**src/rtl/core/fqs_pkg.sv**
```systemverilog
package fqs_pkg;

  localparam int DEPTH  = 16;
  localparam int PTR_W  = (DEPTH > 1) ? $clog2(DEPTH) : 1;
  localparam int CNT_W  = $clog2(DEPTH + 1);
  localparam int WORD_W = 32;
  localparam int POS_W  = 6;

  localparam int OBUF_DEPTH = 4;
  localparam int OB_PTR_W   = $clog2(OBUF_DEPTH);
  localparam int OB_LVL_W   = $clog2(OBUF_DEPTH + 1);

  localparam logic [1:0] CMD_ENQ  = 2'd0;
  localparam logic [1:0] CMD_DEQ  = 2'd1;
  localparam logic [1:0] CMD_DISP = 2'd2;
  localparam logic [1:0] CMD_SRCH = 2'd3;

  localparam logic [1:0] ST_OK    = 2'd0;
  localparam logic [1:0] ST_FULL  = 2'd1;
  localparam logic [1:0] ST_EMPTY = 2'd2;
  localparam logic [1:0] ST_MISS  = 2'd3;

  typedef struct packed {
    logic [1:0]               command;
    logic signed [WORD_W-1:0] value;
  } fqs_in_t;

  typedef struct packed {
    logic [1:0]               status;
    logic signed [WORD_W-1:0] word;
    logic [POS_W-1:0]         position;
    logic                     last;
  } fqs_out_t;

  typedef struct packed {
    logic [OB_LVL_W-1:0] level;
    logic                full;
  } fqs_ob_stat_t;

  // ring slot of an offset from head, offset never exceeds depth
  function automatic logic [PTR_W-1:0] slot_of(input logic [PTR_W-1:0] head,
                                               input logic [CNT_W-1:0] off);
    logic [PTR_W+1:0] sum;
    sum = (PTR_W+2)'(head) + (PTR_W+2)'(off);
    if (sum >= (PTR_W+2)'(DEPTH)) begin
      sum = sum - (PTR_W+2)'(DEPTH);
    end
    return sum[PTR_W-1:0];
  endfunction

endpackage

```
**src/rtl/core/fqs_ram.sv**
```systemverilog
module fqs_ram #(
  parameter int DEPTH = 16,
  parameter int WIDTH = 32,
  parameter int AW    = (DEPTH > 1) ? $clog2(DEPTH) : 1
) (
  input  logic             clk,
  input  logic             we,
  input  logic [AW-1:0]    waddr,
  input  logic [WIDTH-1:0] wdata,
  input  logic             re,
  input  logic [AW-1:0]    raddr,
  output logic [WIDTH-1:0] rdata
);

  logic [WIDTH-1:0] mem [DEPTH];

  always_ff @(posedge clk) begin
    if (we) begin
      mem[waddr] <= wdata;
    end
    if (re) begin
      rdata <= mem[raddr];
    end
  end

endmodule

```
**src/rtl/core/fqs_obuf.sv**
```systemverilog
module fqs_obuf (
  input  logic                   clk,
  input  logic                   rst_n,
  input  logic                   push,
  input  fqs_pkg::fqs_out_t      push_data,
  output fqs_pkg::fqs_ob_stat_t  stat,
  output logic                   out_valid,
  input  logic                   out_ready,
  output fqs_pkg::fqs_out_t      out_data
);

  fqs_pkg::fqs_out_t                 buf_r [fqs_pkg::OBUF_DEPTH];
  logic [fqs_pkg::OB_PTR_W-1:0]      wr_ptr_r, wr_ptr_nxt;
  logic [fqs_pkg::OB_PTR_W-1:0]      rd_ptr_r, rd_ptr_nxt;
  logic [fqs_pkg::OB_LVL_W-1:0]      level_r, level_nxt;
  logic                              pop;

  assign out_valid  = (level_r != '0);
  assign out_data   = buf_r[rd_ptr_r];
  assign pop        = out_valid & out_ready;
  assign stat.level = level_r;
  assign stat.full  = (level_r == fqs_pkg::OB_LVL_W'(fqs_pkg::OBUF_DEPTH));

  always_comb begin
    wr_ptr_nxt = push ? wr_ptr_r + fqs_pkg::OB_PTR_W'(1) : wr_ptr_r;
    rd_ptr_nxt = pop ? rd_ptr_r + fqs_pkg::OB_PTR_W'(1) : rd_ptr_r;
    level_nxt  = level_r;
    if (push && !pop) begin
      level_nxt = level_r + fqs_pkg::OB_LVL_W'(1);
    end else if (!push && pop) begin
      level_nxt = level_r - fqs_pkg::OB_LVL_W'(1);
    end
  end

  always_ff @(posedge clk) begin
    if (!rst_n) begin
      wr_ptr_r <= '0;
      rd_ptr_r <= '0;
      level_r  <= '0;
    end else begin
      wr_ptr_r <= wr_ptr_nxt;
      rd_ptr_r <= rd_ptr_nxt;
      level_r  <= level_nxt;
    end
  end

  always_ff @(posedge clk) begin
    if (push) begin
      buf_r[wr_ptr_r] <= push_data;
    end
  end

endmodule

```
**src/rtl/core/fifo_queue_with_search_top.sv**
```systemverilog
// bounded fifo queue of signed 32-bit words with dequeue, display and search
// in channel: in_valid/in_ready with in_data (command, value); one command per beat
// out channel: out_valid/out_ready with out_data (status, word, position, last);
//   every command gives one result beat, a display of a non-empty queue gives one
//   beat per stored entry, last marks the final beat of each command
// commands are taken one at a time; in_ready is high only between commands
// from accept, enqueue and full/empty replies are pushed to the output buffer from
//   the execute state; dequeue, display and search push the registered entry ram
//   read data from the walk state, which reads the entry ram one entry per cycle
//   while the output buffer has room; dequeue reads one entry, display reads every
//   entry, and search stops at the first match
// results go through a 4-beat output buffer; when the receiver stalls the walk
//   pauses before the buffer fills, and nothing is lost or repeated
// reset empties the queue (head and count cleared); the entry ram itself is not
//   cleared and needs no clearing pass
module fifo_queue_with_search_top (
  input  logic              clk,
  input  logic              rst_n,
  input  logic              in_valid,
  output logic              in_ready,
  input  fqs_pkg::fqs_in_t  in_data,
  output logic              out_valid,
  input  logic              out_ready,
  output fqs_pkg::fqs_out_t out_data
);

  localparam logic [1:0] S_IDLE = 2'd0;
  localparam logic [1:0] S_EXEC = 2'd1;
  localparam logic [1:0] S_WALK = 2'd2;

  logic [1:0]                        state_r, state_nxt;
  logic [1:0]                        cmd_r, cmd_nxt;
  logic signed [fqs_pkg::WORD_W-1:0] val_r, val_nxt;
  logic [fqs_pkg::PTR_W-1:0]         head_r, head_nxt;
  logic [fqs_pkg::CNT_W-1:0]         cnt_r, cnt_nxt;
  logic [fqs_pkg::CNT_W-1:0]         lim_r, lim_nxt;
  logic [fqs_pkg::CNT_W-1:0]         iss_r, iss_nxt;
  logic [fqs_pkg::CNT_W-1:0]         rd_off_r, rd_off_nxt;
  logic                              rd_vld_r, rd_vld_nxt;

  logic                              ram_we, ram_re;
  logic [fqs_pkg::PTR_W-1:0]         ram_waddr, ram_raddr;
  logic [fqs_pkg::WORD_W-1:0]        ram_wdata, ram_rdata;

  logic                              push;
  fqs_pkg::fqs_out_t                 push_data;
  fqs_pkg::fqs_ob_stat_t             ob_stat;
  logic                              rd_last;

  assign in_ready = (state_r == S_IDLE);
  assign rd_last  = (rd_off_r == lim_r - fqs_pkg::CNT_W'(1));

  always_comb begin
    state_nxt  = state_r;
    cmd_nxt    = cmd_r;
    val_nxt    = val_r;
    head_nxt   = head_r;
    cnt_nxt    = cnt_r;
    lim_nxt    = lim_r;
    iss_nxt    = iss_r;
    rd_off_nxt = rd_off_r;
    rd_vld_nxt = 1'b0;
    ram_we     = 1'b0;
    ram_waddr  = fqs_pkg::slot_of(head_r, cnt_r);
    ram_wdata  = $unsigned(val_r);
    ram_re     = 1'b0;
    ram_raddr  = fqs_pkg::slot_of(head_r, iss_r);
    push       = 1'b0;
    push_data  = '0;
    push_data.last = 1'b1;

    case (state_r)
      S_IDLE: begin
        if (in_valid) begin
          cmd_nxt   = in_data.command;
          val_nxt   = in_data.value;
          state_nxt = S_EXEC;
        end
      end

      S_EXEC: begin
        if (!ob_stat.full) begin
          if (cmd_r == fqs_pkg::CMD_ENQ) begin
            push      = 1'b1;
            state_nxt = S_IDLE;
            if (cnt_r == fqs_pkg::CNT_W'(fqs_pkg::DEPTH)) begin
              push_data.status = fqs_pkg::ST_FULL;
            end else begin
              ram_we           = 1'b1;
              cnt_nxt          = cnt_r + fqs_pkg::CNT_W'(1);
              push_data.status = fqs_pkg::ST_OK;
              push_data.word   = val_r;
            end
          end else if (cnt_r == '0) begin
            push             = 1'b1;
            push_data.status = fqs_pkg::ST_EMPTY;
            state_nxt        = S_IDLE;
          end else begin
            lim_nxt   = (cmd_r == fqs_pkg::CMD_DEQ) ? fqs_pkg::CNT_W'(1) : cnt_r;
            iss_nxt   = '0;
            state_nxt = S_WALK;
          end
        end
      end

      S_WALK: begin
        // keep room in the output buffer for every read in flight
        if (iss_r < lim_r &&
            (ob_stat.level + fqs_pkg::OB_LVL_W'(rd_vld_r)) <=
            fqs_pkg::OB_LVL_W'(fqs_pkg::OBUF_DEPTH - 2)) begin
          ram_re     = 1'b1;
          iss_nxt    = iss_r + fqs_pkg::CNT_W'(1);
          rd_vld_nxt = 1'b1;
          rd_off_nxt = iss_r;
        end
        if (rd_vld_r) begin
          case (cmd_r)
            fqs_pkg::CMD_DEQ: begin
              push             = 1'b1;
              push_data.status = fqs_pkg::ST_OK;
              push_data.word   = $signed(ram_rdata);
              head_nxt         = fqs_pkg::slot_of(head_r, fqs_pkg::CNT_W'(1));
              cnt_nxt          = cnt_r - fqs_pkg::CNT_W'(1);
              state_nxt        = S_IDLE;
            end
            fqs_pkg::CMD_DISP: begin
              push               = 1'b1;
              push_data.status   = fqs_pkg::ST_OK;
              push_data.word     = $signed(ram_rdata);
              push_data.position = fqs_pkg::POS_W'(rd_off_r);
              push_data.last     = rd_last;
              if (rd_last) begin
                state_nxt = S_IDLE;
              end
            end
            fqs_pkg::CMD_SRCH: begin
              if (ram_rdata == $unsigned(val_r)) begin
                push               = 1'b1;
                push_data.status   = fqs_pkg::ST_OK;
                push_data.word     = val_r;
                push_data.position = fqs_pkg::POS_W'(rd_off_r);
                state_nxt          = S_IDLE;
              end else if (rd_last) begin
                push             = 1'b1;
                push_data.status = fqs_pkg::ST_MISS;
                state_nxt        = S_IDLE;
              end
            end
            default: begin
              state_nxt = S_IDLE;
            end
          endcase
        end
      end

      default: begin
        state_nxt = S_IDLE;
      end
    endcase
  end

  always_ff @(posedge clk) begin
    if (!rst_n) begin
      state_r  <= S_IDLE;
      head_r   <= '0;
      cnt_r    <= '0;
      rd_vld_r <= 1'b0;
    end else begin
      state_r  <= state_nxt;
      head_r   <= head_nxt;
      cnt_r    <= cnt_nxt;
      rd_vld_r <= rd_vld_nxt;
    end
  end

  always_ff @(posedge clk) begin
    cmd_r    <= cmd_nxt;
    val_r    <= val_nxt;
    lim_r    <= lim_nxt;
    iss_r    <= iss_nxt;
    rd_off_r <= rd_off_nxt;
  end

  fqs_ram #(
    .DEPTH (fqs_pkg::DEPTH),
    .WIDTH (fqs_pkg::WORD_W),
    .AW    (fqs_pkg::PTR_W)
  ) u_ram (
    .clk   (clk),
    .we    (ram_we),
    .waddr (ram_waddr),
    .wdata (ram_wdata),
    .re    (ram_re),
    .raddr (ram_raddr),
    .rdata (ram_rdata)
  );

  fqs_obuf u_obuf (
    .clk       (clk),
    .rst_n     (rst_n),
    .push      (push),
    .push_data (push_data),
    .stat      (ob_stat),
    .out_valid (out_valid),
    .out_ready (out_ready),
    .out_data  (out_data)
  );

endmodule
```
**config.mk**
```make
export PLATFORM = sky130hd
export DESIGN_NAME = fifo_queue_with_search_top
export DESIGN_NICKNAME = d
export VERILOG_FILES = /design/src/rtl/core/fqs_pkg.sv /design/src/rtl/core/fqs_ram.sv /design/src/rtl/core/fqs_obuf.sv /design/src/rtl/core/fifo_queue_with_search_top.sv
export SDC_FILE = /design/constraint.sdc
export NUM_CORES = 1
export LEC_CHECK = 0
export BUFFER_PORTS_ARGS = -buffer_cell sky130_fd_sc_hd__buf_2
export CAP_MARGIN = 20
export CORE_ASPECT_RATIO = 0.8
export CORE_UTILIZATION = 65
export CTS_CLUSTER_DIAMETER = 150
export CTS_CLUSTER_SIZE = 16
export DETAILED_ROUTE_END_ITERATION = 10
export HOLD_SLACK_MARGIN = 0.06
export PLACE_DENSITY_LB_ADDON = 0.25
export SETUP_SLACK_MARGIN = 0.2
export SYNTH_ARGS = -nofsm -noshare
export SYNTH_HDL_FRONTEND = slang
export SYNTH_SLANG_ARGS = --single-unit
```
**constraint.sdc**
```tcl
create_clock -name clk -period 5.2 [get_ports clk]
set_input_delay 0.26 -clock clk [delete_from_list [all_inputs] [get_ports clk]]
set_output_delay 0.26 -clock clk [all_outputs]
set_load 0.02 [all_outputs]
```
==> results.toml <==
[sta]
slew_headroom_pct = 27.3
setup_slack_ns = 1.11
totalNegativeSetupSlack_ns = 0
worstMarginPinSlew_ns = 1.09
final_min_period_over_clock_period_pct = 78.6
final_max_slew_viol_count = 0
count_of_final_setup_violators = 0
finalHoldViolations = 0
grt_setup_unrepaired = "no"
clock-skew-final_ns = 0.0176
max_freq_mhz = 245
layout_min_cycle_time_ns = 4.09

[global_route]
grt-ovfl-total = 0
grt_max_degree = 65
antenna_found_initial = 1
first_pass_grt_wire_length_mm = 98.9
vias_in_the_first_global_route = 15400
global_route.usage.total_pct = 29.2

[detailed_routing]
residual_drc = 0
drt_first_pass_iters = 5
final_routed_wirelength_mm = 67.2
ant_nets = 0
vias = 15000
vias_per_cell = 6.70
wire_per_inst_um = 29.9
drt-initial-drc-count = 1868

[worst_setup_path]
crit_arrival_ns = 4.60
worst_setup_path_start_kind = "flip-flop"
end_kind = "flip-flop"
cp_data_required_time_ns = 5.72
reg2reg_from = "ram_wdata[30]$_DFFE_PP_"
timing_worst_setup_path_type = "reg -> reg"
critical_path_origin = "ram_wdata[30]$_DFFE_PP_"
crit_path_max_fanout = 18

[job]
drv_cap = 0

[clock_network]
clk-insertion-delay-late_ns = 0.61
tritoncts_clock_tree = "done"
post-cts-setup-buffers = 0
cts.sink_count = 774
cts-buffers-inserted = 54
clk_pin_slew_worst_paths_ns = 0.07
root_buffer = "sky130_fd_sc_hd__clkbuf_16"
htree_num_levels = 2
clk_path_buf_depth = 3

[die]
die_height_um = 195
row_count = 70
design.portCount = 81
core-area_mm2 = 0.0459
floorplan.initialDensity_pct = 66.2
die-area_mm2 = 0.0476
die_x_um = 244

[layout]
antenna_cells = 0
num-fill-cells = 2632
final_net_count = 1696
final-instance-count-excl-fill = 2246
utilization_pct = 73.1
multi_input_comb_area_mm2 = 0.00713
syn_to_final_growth_pct = 10.3
area.sequential_mm2 = 0.0230
fin_area_mm2 = 0.0335
share_of_layout_cells_above_drive_strength_1_pct = 23.4

[min_path]
worst_hold_path_type = "in -> reg"
hold_path_startpoint = "out_ready"

[synthesis]
yosysWarnings = 0
postSynth.topFlopCell = "sky130_fd_sc_hd__edfxtp_1"
synth_largest_type_area_fraction_pct = 74.4
yosys.area.top_type = "sky130_fd_sc_hd__edfxtp_1"
synthesis.area_per_instance_um2 = 20.5
ys_seq_elements = 774
async_set_or_reset_flop_fraction_in_the_synthesized_netlist_pct = 0
synthCells = 1483
syn_nets = 1556
post_synth_edffs = 753
synth_cell_type_count = 53
synth-seq-area-share_pct = 75.8
netlist_top_cells_area = "sky130_fd_sc_hd__edfxtp_1, sky130_fd_sc_hd__mux4_2, sky130_fd_sc_hd__xnor2_1"
synthesis.area_mm2 = 0.0304

[placed_design]
port-buffer-count = 79
place_congestion = 0.820
placed_cell_area_mm2 = 0.0317
dp_hpwl_mm = 38.4
dp.cells = 2144
post-place-ws_ns = 1.21

[pwr]
leakagePower_nw = 10.9
worst_ir_drop_vdd_uv = 291
pwr_density_cell_mw_per_mm2 = 378

[status]
outcome = "finished, final reports clean"
routing by layer:
metal	GRT usage, %	share of wire [%]	vias up	routed length (um)
li1	-	-	6260	-
met1	41.5	38	7785	25900
met2	46.1	48	884	32500
met3	6.76	11	113	7190
met4	8.43	2.4	2	1610
met5	0.507	0.051	-	34
logic make-up after synthesis:
family | count (synthesis) | share of synthesized area (%)
simple gates | 215 | 3.61
fa+ha+maj | 35 | 1.54
compound gates | 132 | 3.21
mux | 174 | 12.6
buf+inv | 90 | 1.38
flops | 774 | 75.8
other cells | 1 | 0.0123
xor+xnor | 62 | 1.83
worst paths after layout:
path	cells after the start	end	slack, ns
max	11	u_obuf.level_r[2]$_SDFFE_PN0P_	1.11
min	4	flip-flop	0.11
max reg2reg	11	u_obuf.level_r[2]$_SDFFE_PN0P_	1.11
min reg2reg	2	u_obuf.wr_ptr_r[1]$_SDFFE_PN0P_	0.52
placed cells by master, fill, tap and decap left out, types with 3 or more instances in the layout:
cell	netlist	layout
sky130_fd_sc_hd__nand4_1	12	12
sky130_fd_sc_hd__clkbuf_16	0	55
sky130_fd_sc_hd__clkbuf_1	36	10
sky130_fd_sc_hd__fa_1	4	3
sky130_fd_sc_hd__nor3_1	3	3
sky130_fd_sc_hd__a21o_1	8	8
sky130_fd_sc_hd__xnor2_1	53	51
sky130_fd_sc_hd__dlygate4sd3_1	0	35
sky130_fd_sc_hd__ha_1	31	30
sky130_fd_sc_hd__inv_1	21	21
sky130_fd_sc_hd__nor2_1	29	13
sky130_fd_sc_hd__nand3_1	7	7
sky130_fd_sc_hd__a22o_1	32	32
sky130_fd_sc_hd__buf_12	0	4
sky130_fd_sc_hd__nor3b_1	3	3
sky130_fd_sc_hd__a211oi_1	33	33
sky130_fd_sc_hd__mux2i_1	6	6
sky130_fd_sc_hd__xor2_1	8	7
sky130_fd_sc_hd__and2_2	4	6
sky130_fd_sc_hd__nand2_1	82	82
sky130_fd_sc_hd__nor2_4	0	16
sky130_fd_sc_hd__nor4_2	3	3
sky130_fd_sc_hd__and2_1	48	46
sky130_fd_sc_hd__buf_4	9	34
sky130_fd_sc_hd__edfxtp_1	753	753
sky130_fd_sc_hd__buf_2	14	79
sky130_fd_sc_hd__dfxtp_1	21	19
sky130_fd_sc_hd__nor2b_1	7	7
sky130_fd_sc_hd__a21boi_0	4	4
sky130_fd_sc_hd__mux4_2	168	168
sky130_fd_sc_hd__o21ai_0	6	6
sky130_fd_sc_hd__a21oi_1	6	6
sky130_fd_sc_hd__a31oi_1	33	33
flip-flops by register name, summed over array words and instances (netlist names), named ones only:
name / cells
u_ram.rdata: 32
ram_wdata: 32
rd_off_r: 5
u_obuf.level_r: 3
cmd_r: 2
u_obuf.wr_ptr_r: 2
head_r: 4
cnt_r: 5
iss_r: 5
u_obuf.rd_ptr_r: 2
u_obuf.buf_r: 160
rd_vld_r: 1
state_r: 2
lim_r: 5
u_ram.mem: 512
power breakdown:
part	internal [mW]	total, mW	switching [mW]
Clock	1.90	3.83	1.93
Sequential	7.12	7.35	0.232
Combinational	0.657	1.49	0.833
synthesized netlist by cell type, types with 6 or more instances:
master and number:
sky130_fd_sc_hd__nand3_1 7, sky130_fd_sc_hd__and2_1 48, sky130_fd_sc_hd__nor2b_1 7, sky130_fd_sc_hd__buf_2 14, sky130_fd_sc_hd__a31oi_1 33, sky130_fd_sc_hd__mux2i_1 6, sky130_fd_sc_hd__xor2_1 8, sky130_fd_sc_hd__o21ai_0 6
sky130_fd_sc_hd__nor2_1 29, sky130_fd_sc_hd__ha_1 31, sky130_fd_sc_hd__a21o_1 8, sky130_fd_sc_hd__clkbuf_1 36, sky130_fd_sc_hd__dfxtp_1 21, sky130_fd_sc_hd__nand2_1 82, sky130_fd_sc_hd__mux4_2 168, sky130_fd_sc_hd__buf_4 9
sky130_fd_sc_hd__a211oi_1 33, sky130_fd_sc_hd__inv_1 21, sky130_fd_sc_hd__xnor2_1 53, sky130_fd_sc_hd__edfxtp_1 753, sky130_fd_sc_hd__nand4_1 12, sky130_fd_sc_hd__a21oi_1 6, sky130_fd_sc_hd__a22o_1 32
worst max-delay path: stages (launching register included):
cell and delay, ns:
sky130_fd_sc_hd__edfxtp_1 0.63, sky130_fd_sc_hd__xnor2_1 0.45, sky130_fd_sc_hd__nand4_1 0.17, sky130_fd_sc_hd__nor4_2 0.61, sky130_fd_sc_hd__and2_1 0.26, sky130_fd_sc_hd__o311a_1 0.35, sky130_fd_sc_hd__ha_1 0.25, sky130_fd_sc_hd__inv_1 0.07
sky130_fd_sc_hd__fa_1 0.37, sky130_fd_sc_hd__xor2_1 0.18, sky130_fd_sc_hd__or3_2 0.40, sky130_fd_sc_hd__a21boi_0 0.23
metrics by stage:
step	total power, mW	hold slack [ns]
after floorplan	8.46	0.359
after global placement	8.90	0.437
after detailed placement	8.95	0.439
after CTS	12.7	0.0960
after global routing	13.0	0.166
final	12.7	0.114
layout make-up:
| cell class | count | share of cell area (%) |
|---|---|---|
| clock buffers | 65 | 4.22 |
| well taps | 612 | 2.28 |
| flip-flops and latches | 774 | 68.7 |
| clock inverters | 2 | 0.0597 |
| repair buffers | 152 | 3.22 |
| multi-input cells | 619 | 21.3 |
| inverters | 22 | 0.246 |
timing repair:
item,in CTS,in global routing
gates resized for setup,0,0
hold buffers,35,0
hold endpoints to repair,35,0
No activity file was read; power rests on OpenSTA's default activity.
